**config.mk**
```make
export PLATFORM = sky130hd
export DESIGN_NAME = rkcf_window
export DESIGN_NICKNAME = d
export VERILOG_FILES = /design/src/design/rkcf_pkg.sv /design/src/design/rkcf_window.sv
export SDC_FILE = /design/constraint.sdc
export NUM_CORES = 1
export LEC_CHECK = 0
export ABC_AREA = 1
export BUFFER_PORTS_ARGS = -buffer_cell sky130_fd_sc_hd__buf_4
export CORE_AREA = 10 10 271 273
export CTS_CLUSTER_SIZE = 12
export DETAILED_ROUTE_END_ITERATION = 10
export DIE_AREA = 0 0 281 283
export RECOVER_POWER = 25
export SLEW_MARGIN = 20
export SYNTH_ARGS = -nofsm -noshare
export SYNTH_HDL_FRONTEND = slang
export SYNTH_SLANG_ARGS = --single-unit
```
**constraint.sdc**
```tcl
create_clock -name i_clk -period 1.5 [get_ports i_clk]
set_input_delay 0.15 -clock i_clk [delete_from_list [all_inputs] [get_ports i_clk]]
set_output_delay 0.15 -clock i_clk [all_outputs]
set_load 0.05 [all_outputs]
```
**src/design/rkcf_pkg.sv**
```systemverilog
// ----------------------------------------------------------------------------
// rkcf_pkg
// Shared types, constants and kernel weights of the rgb kernel convolution
// filter.
// ----------------------------------------------------------------------------
package rkcf_pkg;

    localparam int COLOR_BITS          = 8;
    localparam int MAX_LINE_LENGTH_DEF = 1024;
    localparam int MODE_W              = 3;
    localparam int LEN_REG_W           = 11;
    localparam int CNT_REG_W           = 16;
    localparam int CFG_IDX_W           = 2;
    localparam int CFG_DATA_W          = 16;
    localparam int ROW_W               = 18;
    localparam int SUM_W               = 20;
    localparam int WGT_W               = 10;
    localparam int TAPS                = 25;
    localparam int KSIZE               = 5;
    localparam int SLOTS               = 4;

    typedef enum logic [MODE_W-1:0] {
        MODE_RIDGE   = 3'd0,
        MODE_EDGE    = 3'd1,
        MODE_SHARPEN = 3'd2,
        MODE_BOX     = 3'd3,
        MODE_GAUSS3  = 3'd4,
        MODE_GAUSS5  = 3'd5,
        MODE_UNSHARP = 3'd6,
        MODE_COPY    = 3'd7
    } t_mode;

    typedef enum logic [CFG_IDX_W-1:0] {
        CFG_FILTER_MODE = 2'd0,
        CFG_LINE_LENGTH = 2'd1,
        CFG_LINE_COUNT  = 2'd2
    } t_cfg_idx;

    typedef struct packed {
        logic [COLOR_BITS-1:0] red;
        logic [COLOR_BITS-1:0] green;
        logic [COLOR_BITS-1:0] blue;
    } t_pixel;

    // per item control carried along the pipeline
    typedef struct packed {
        logic  res;
        t_mode mode;
        logic  inner;
        logic  last;
    } t_res_ctrl;

    typedef logic signed [WGT_W-1:0] t_weight;

    // kernel weights, row major, one row per mode (copy row unused)
    localparam t_weight KERNEL [8][TAPS] = '{
        '{ 0,0,0,0,0,  0,0,-1,0,0,  0,-1,4,-1,0,  0,0,-1,0,0,  0,0,0,0,0 },
        '{ 0,0,0,0,0,  0,-1,-1,-1,0,  0,-1,8,-1,0,  0,-1,-1,-1,0,  0,0,0,0,0 },
        '{ 0,0,0,0,0,  0,0,-1,0,0,  0,-1,5,-1,0,  0,0,-1,0,0,  0,0,0,0,0 },
        '{ 0,0,0,0,0,  0,1,1,1,0,  0,1,1,1,0,  0,1,1,1,0,  0,0,0,0,0 },
        '{ 0,0,0,0,0,  0,1,2,1,0,  0,2,4,2,0,  0,1,2,1,0,  0,0,0,0,0 },
        '{ 1,4,6,4,1,  4,16,24,16,4,  6,24,36,24,6,  4,16,24,16,4,  1,4,6,4,1 },
        '{ -1,-4,-6,-4,-1,  -4,-16,-24,-16,-4,  -6,-24,476,-24,-6,
           -4,-16,-24,-16,-4,  -1,-4,-6,-4,-1 },
        '{ 0,0,0,0,0,  0,0,0,0,0,  0,0,0,0,0,  0,0,0,0,0,  0,0,0,0,0 }
    };

    // one color channel of a pixel, 0 red, 1 green, 2 blue
    function automatic logic [COLOR_BITS-1:0] chan(input t_pixel p, input int ch);
        logic [COLOR_BITS-1:0] v;
        case (ch)
            0:       v = p.red;
            1:       v = p.green;
            default: v = p.blue;
        endcase
        return v;
    endfunction

endpackage

```
**src/design/rkcf_window.sv**
```systemverilog
// ----------------------------------------------------------------------------
// rkcf_window
// 5x5 pixel window: each item shifts in one new column built from the four
// stored lines and the incoming pixel.
// ----------------------------------------------------------------------------
module rkcf_window (
    input  logic             i_clk,
    input  logic             i_rst_n,
    input  logic             i_shift,
    input  logic [1:0]       i_slot,
    input  rkcf_pkg::t_pixel i_rd [rkcf_pkg::SLOTS],
    input  rkcf_pkg::t_pixel i_pix,
    output rkcf_pkg::t_pixel o_win [rkcf_pkg::TAPS]
);
    import rkcf_pkg::*;

    t_pixel col [KSIZE];
    t_pixel r_win [TAPS];

    // oldest line first, current pixel last
    always_comb begin
        for (int k = 0; k < SLOTS; k++) begin
            col[k] = i_rd[2'(i_slot + 2'(k))];
        end
        col[KSIZE-1] = i_pix;
    end

    // shift window left by one column
    always_ff @(posedge i_clk) begin
        if (!i_rst_n) begin
            for (int i = 0; i < TAPS; i++) begin
                r_win[i] <= '0;
            end
        end else if (i_shift) begin
            for (int k = 0; k < KSIZE; k++) begin
                for (int j = 0; j < KSIZE - 1; j++) begin
                    r_win[k*KSIZE+j] <= r_win[k*KSIZE+j+1];
                end
                r_win[k*KSIZE+KSIZE-1] <= col[k];
            end
        end
    end

    assign o_win = r_win;

endmodule

```
==> results.cfg, run 1 <==
[outcome]
run_status = complete, but fails checks
failed_checks = setup timing

[detailed_routing]
number_of_vias_in_the_routed_layout = 24100
postRouteWirelength_mm = 101
drt_first_pass_iters = 6
viasPerCell = 4.81
drc = 0
wire_per_inst_microns = 20.1
drtIter0Drc = 1940
drtAntennaViolNets = 0

[setup_path]
worst_setup_path_end_kind = flop
worst_r2r_startpoint = o_win[368]$_SDFFE_PN0P_
cp_max_fo = 17
startpoint = i_rst_n
worst_setup_path_start_kind = primary input
timing.critical_path.arrival_ns = 2.09
setup.reg_to_reg.worst_slack_ns = 0.13
timing.setup.critical_path_class = in2reg
cp_data_required_time_ns = 2.04

[sta]
worst_slew_pin_slew_ns = 0.705
slew-limit-headroom = 0.530
period_needed_ns = 1.54
timing.setup.tns_ns = -0.0445
setup-violations-final = 1
slew_violations = 0
grt_setup_unrepaired = true
timing.final.crit_share = 1.03
report.final.hold_viol_count = 0
clock_skew_ns = 0.0286
hold_ws_ns = 0.0267
timing_limited_maximum_frequency_mhz = 647
worst_slack_ns = -0.0445

[synth]
synth_area_per_cell_sq_um = 7.14
yosys_warnings = 0
synthCells = 3274
synth_cell_type_count = 14
ys_seq_elements = 600
yosysSeqAreaShare = 0.514
mappedNetlistNets = 3399
synthesis.area_sq_um = 23400

[cts]
clk-insertion-delay-late_ns = 0.61
clock_sinks = 600
clock_pin_slew_reported_for_the_worst_setup_and_hold_paths_after_clock_tree_synthesis_ns = 0.06
clock_tree.root_cell = sky130_fd_sc_hd__clkbuf_16
cts_tree = yes
max_clock_buf_depth = 3
clock_tree.htree_level_count = 3
postCtsSetupRepairBufs = 0
cts_inserted_buffers = 69

[global_routing]
grt_antenna_before_repair = 12
track_usage = 0.242
vias_in_the_first_global_route = 22800
global_route.overflow_total = 0
grt_max_degree = 114
grt_first_pass_wirelength_mm = 149

[final_layout]
layout.core_utilization = 0.495
flow.area_growth_from_synthesis_pct = 44.2
final_common_cell = sky130_fd_sc_hd__nor2_1
mostFrequentLayoutCells = sky130_fd_sc_hd__nor2_1 (816), sky130_fd_sc_hd__buf_4 (792), sky130_fd_sc_hd__dfxtp_1 (592)
nNetsFinal = 4193
layout.cells.non_filler = 5013
drive_above_1_share = 0.232
largest_register_ffs = 600
filler_cell_count = 6785
finalInstanceArea_sq_um = 33700

[place]
routabilityCongestion = 0.878
dp.cells = 4754
dp_hpwl_mm = 75.6
dpl-instance-area_sq_um = 30200
place.port_buffers = 724

[power]
leakagePower_nw = 16.6
worst_ir_drop_vdd_uv = 946
power-per-cell-area_nw_per_um2 = 1320

[run]
max_cap_violation_count = 0

[floorplanning]
initial_utilization = 0.343
core_area_sq_um = 68100
die_h_microns = 283
floorplan.die.width_microns = 281
ios = 725
std_cell_rows = 96
fp.dieArea_sq_um = 79500

[worst_hold_path]
timing.hold.worst.class = in2reg
worst_hold_startpoint = i_rd[70]
==> repair_timing <==
| action | CTS | global route |
|---|---|---|
| gates cloned | 0 | 0 |
| endpoints found under the setup margin | 10 | 2 |
| resized for setup | 10 | 0 |
| endpoints found under the hold margin | 73 | 0 |
| hold buffers | 125 | 0 |
==> cell type report <==
class                      instances  area, sq um  area share
sequential                       600        12000       0.357
timing repair buffer             963         8090       0.240
tap                              882         1100      0.0327
inverter                         292         1120      0.0331
clock buffer                     102         1970      0.0585
multi-input combinational       2142         9160       0.272
antenna                            9         22.5    0.000668
clock inverter                    23          216     0.00642
==> metrics by stage <==
step                setup WS, ns  power (W)
floorplan                  0.392     0.0242
finish                   -0.0445     0.0444
CTS                      0.00310     0.0448
global placement         0.00202     0.0280
detailed placement        0.0298     0.0280
global route             -0.0424     0.0461
==> routing by layer <==
metal / GRT usage / vias up / wire, microns
met5: 0 / - / 59
met4: 0.0772 / 10 / 3090
met3: 0.0679 / 153 / 8050
met2: 0.407 / 844 / 48700
met1: 0.292 / 11200 / 41000
li1: - / 11900 / -
==> power breakdown <==
group          total [W]  internal, W  switching [W]
logic             0.0100      0.00304        0.00697
clock network     0.0165      0.00941        0.00705
registers         0.0179       0.0170       0.000910
==> logic make-up (layout without fill, tap and decap cells) <==
| group | count (synthesis) | count (layout) | share of synthesized area |
|---|---|---|---|
| buf+inv | 532 | 1380 | 0.0944 |
| other cells | 0 | 9 | 0 |
| simple gates | 1446 | 1446 | 0.243 |
| flops | 600 | 600 | 0.514 |
| compound gates | 696 | 696 | 0.149 |
==> critical path, stage by stage <==
cell,delay [ns]
sky130_fd_sc_hd__dlygate4sd3_1,0.56
sky130_fd_sc_hd__buf_8,0.15
sky130_fd_sc_hd__inv_4,0.08
sky130_fd_sc_hd__buf_12,0.16
sky130_fd_sc_hd__buf_4,0.20
sky130_fd_sc_hd__a21oi_1,0.57
sky130_fd_sc_hd__nand2_1,0.11
sky130_fd_sc_hd__inv_1,0.07
==> final timing paths <==
path                                                 to  depth (start not counted)
worst max-delay path            o_win[368]$_SDFFE_PN0P_                          8
worst min-delay path            o_win[262]$_SDFFE_PN0P_                          7
worst max register to register  o_win[368]$_SDFFE_PN0P_                          4
worst min register to register  o_win[149]$_SDFFE_PN0P_                          2
==> cell usage after synthesis (all sizes together) <==
master  instances  area [sq um]
dfxtp         600         12000
clkbuf        116           435
inv           292          1100
nand3         192           961
nand2         438          1640
a21oi         192           961
o21ai         504          2520
buf           124           672
nor2          816          3060
(Power assumes the default switching activity.)
==> run 2: changes to the inputs <==
==> constraint.sdc (replaced) <==
create_clock -name i_clk -period 1.3 [get_ports i_clk]
set_input_delay 0.13 -clock i_clk [delete_from_list [all_inputs] [get_ports i_clk]]
set_output_delay 0.13 -clock i_clk [all_outputs]
set_load 0.005 [all_outputs]
==> run 2 against run 1 <==
Compared with the run above:
- the run ends with hold timing, setup timing left
- core utilization up 0.57 points
- sequential cell count unchanged
- clock skew down 0.0050 ns
==> results.cfg, run 2 (synthesis gave the netlist of run 1 again) <==
[outcome]
run_status = complete, but fails checks
failed_checks = hold timing, setup timing

[floorplanning]
initial_utilization = 0.343
std_cell_rows = 96
die_h_microns = 283
core_area_sq_um = 68100
fp.dieArea_sq_um = 79500
floorplan.die.width_microns = 281
ios = 725

[sta]
period_needed_ns = 1.33
slew_violations = 0
timing_limited_maximum_frequency_mhz = 754
clock_skew_ns = 0.0236
slew-limit-headroom = 0.511
setup-violations-final = 1
timing.final.crit_share = 1.02
grt_setup_unrepaired = true
report.final.hold_viol_count = 2
timing.setup.tns_ns = -0.0263
worst_slew_pin_slew_ns = 0.733
worst_slack_ns = -0.0263
hold_ws_ns = -0.0105

[setup_path]
cp_max_fo = 2
critPathMostFrequentCell = sky130_fd_sc_hd__inv_1
cp_data_required_time_ns = 1.84
timing.critical_path.arrival_ns = 1.86
setup.reg_to_reg.worst_slack_ns = -0.03
worst_path_dominant_cell_family = compound AO/OA/AOI/OAI gates
worst_setup_path_start_kind = flop
critical_path.max_stage_delay_ns = 0.60
critical-path-slowest-cell = sky130_fd_sc_hd__a21oi_1
worst_setup_path_end_kind = flop
timing.setup.critical_path_class = reg2reg
cp_cell_sequence = inv_1, a21oi_1, nand2_1, inv_1
worst-path-buf-inv = 2

[place]
dpl-instance-area_sq_um = 30500
place.port_buffers = 724
routabilityCongestion = 0.883
dp_hpwl_mm = 75.8
worst_setup_timing_slack_at_the_placement_stage_ns = -0.224

[cts]
max_clock_buf_depth = 3
clock_tree.htree_level_count = 3
clock_sinks = 600
clock_tree.root_cell = sky130_fd_sc_hd__clkbuf_16
clock_pin_slew_reported_for_the_worst_setup_and_hold_paths_after_clock_tree_synthesis_ns = 0.06
cts_inserted_buffers = 69
cts_tree = yes
clk-insertion-delay-late_ns = 0.61

[final_layout]
final_common_cell = sky130_fd_sc_hd__nor2_1
multi_input_area_sq_um = 9220
mostFrequentLayoutCells = sky130_fd_sc_hd__nor2_1 (816), sky130_fd_sc_hd__buf_4 (780), sky130_fd_sc_hd__o21ai_0 (504)
final-seq-area_sq_um = 12200
largest_register_ffs = 600
drive_above_1_share = 0.261
finalInstanceArea_sq_um = 34100
nNetsFinal = 4184
flow.area_growth_from_synthesis_pct = 45.9
filler_cell_count = 6704

[detailed_routing]
drc = 0
number_of_vias_in_the_routed_layout = 24100
drtIter0Drc = 2047
wire_per_inst_microns = 20.4
drtAntennaViolNets = 0
postRouteWirelength_mm = 102
drt_first_pass_iters = 8
viasPerCell = 4.82

[power]
worst_ir_drop_vdd_uv = 934
power.total_w = 0.0476
power-per-cell-area_nw_per_um2 = 1400
leakagePower_nw = 16.9

[worst_hold_path]
timing.hold.worst.class = in2reg

[global_routing]
global_route.overflow_total = 0
grt_first_pass_wirelength_mm = 151
vias_in_the_first_global_route = 22900
track_usage = 0.244
grt_antenna_before_repair = 11
grt_max_degree = 109

[run]
max_cap_violation_count = 0
[run 2: cell types whose count changed in the layout (fill, tap and decap cells not counted), moves of 3 or more]
cell	before	now
sky130_fd_sc_hd__dfxtp_4	0	12
sky130_fd_sc_hd__buf_12	42	54
sky130_fd_sc_hd__dlymetal6s4s_1	0	21
sky130_fd_sc_hd__clkbuf_1	22	16
sky130_fd_sc_hd__dfxtp_1	592	494
sky130_fd_sc_hd__dlygate4sd3_1	125	91
sky130_fd_sc_hd__buf_6	2	5
sky130_fd_sc_hd__dfxtp_2	8	94
sky130_fd_sc_hd__clkbuf_8	10	15
sky130_fd_sc_hd__inv_16	4	1
sky130_fd_sc_hd__buf_4	792	780
sky130_fd_sc_hd__clkinv_2	13	5
sky130_fd_sc_hd__nand3_2	0	10
sky130_fd_sc_hd__nand3_1	192	182
[run 2: final timing paths]
kind	end	startpoint	cells after the start
setup / recovery	o_win[365]$_SDFFE_PN0P_	o_win[365]$_SDFFE_PN0P_	4
hold / removal	o_win[246]$_SDFFE_PN0P_	i_rd[54]	7
setup reg to reg	o_win[365]$_SDFFE_PN0P_	o_win[365]$_SDFFE_PN0P_	4
hold reg to reg	o_win[397]$_SDFFE_PN0P_	o_win[373]$_SDFFE_PN0P_	2
[run 2: routing by layer]
metal  track usage  up-vias  share of wire
li1              -    11900              -
met1         0.297    11200           0.41
met2         0.416      809           0.48
met3        0.0625      150          0.074
met4        0.0749        6          0.029
met5             0        -        0.00032
[run 2: cell type report]
cell class	count	share of cell area
repair buffers	954	0.241
multi-input cells	2142	0.270
clock inverters	17	0.00613
well taps	882	0.0324
diodes	8	0.000587
flip-flops and latches	600	0.357
clock buffers	102	0.0599
inverters	292	0.0327
[run 2: stage by stage]
stage,cells,utilization
floorplan,3274,-
global placement,4768,0.448
detailed placement,4768,0.448
CTS,5013,0.502
global route,4997,0.500
finish,4997,0.500
[run 2: worst reg2reg max path: cells and delay by family (launching register included)]
kind / cells / cell delay, ns
AOI/OAI and AO/OA: 1 / 0.60
buffers and inverters: 2 / 0.16
DFF: 1 / 0.40
and+or+nand+nor: 1 / 0.11
[run 2: report_power, final]
group,internal (W),leakage [nW],switching (W),total (W)
clock,0.0115,1.10,0.00802,0.0195
sequential,0.0197,5.00,0.00106,0.0208
combinational,0.00345,10.8,0.00391,0.00736
total,0.0346,16.9,0.0130,0.0476
[run 2: timing repair]
| action | CTS | global route |
|---|---|---|
| pin swaps | 0 | 9 |
| setup endpoints to repair | 93 | 59 |
| hold endpoints to repair | 77 | 0 |
| setup buffers | 0 | 0 |
| hold buffers | 135 | 0 |
| gates resized for setup | 108 | 53 |
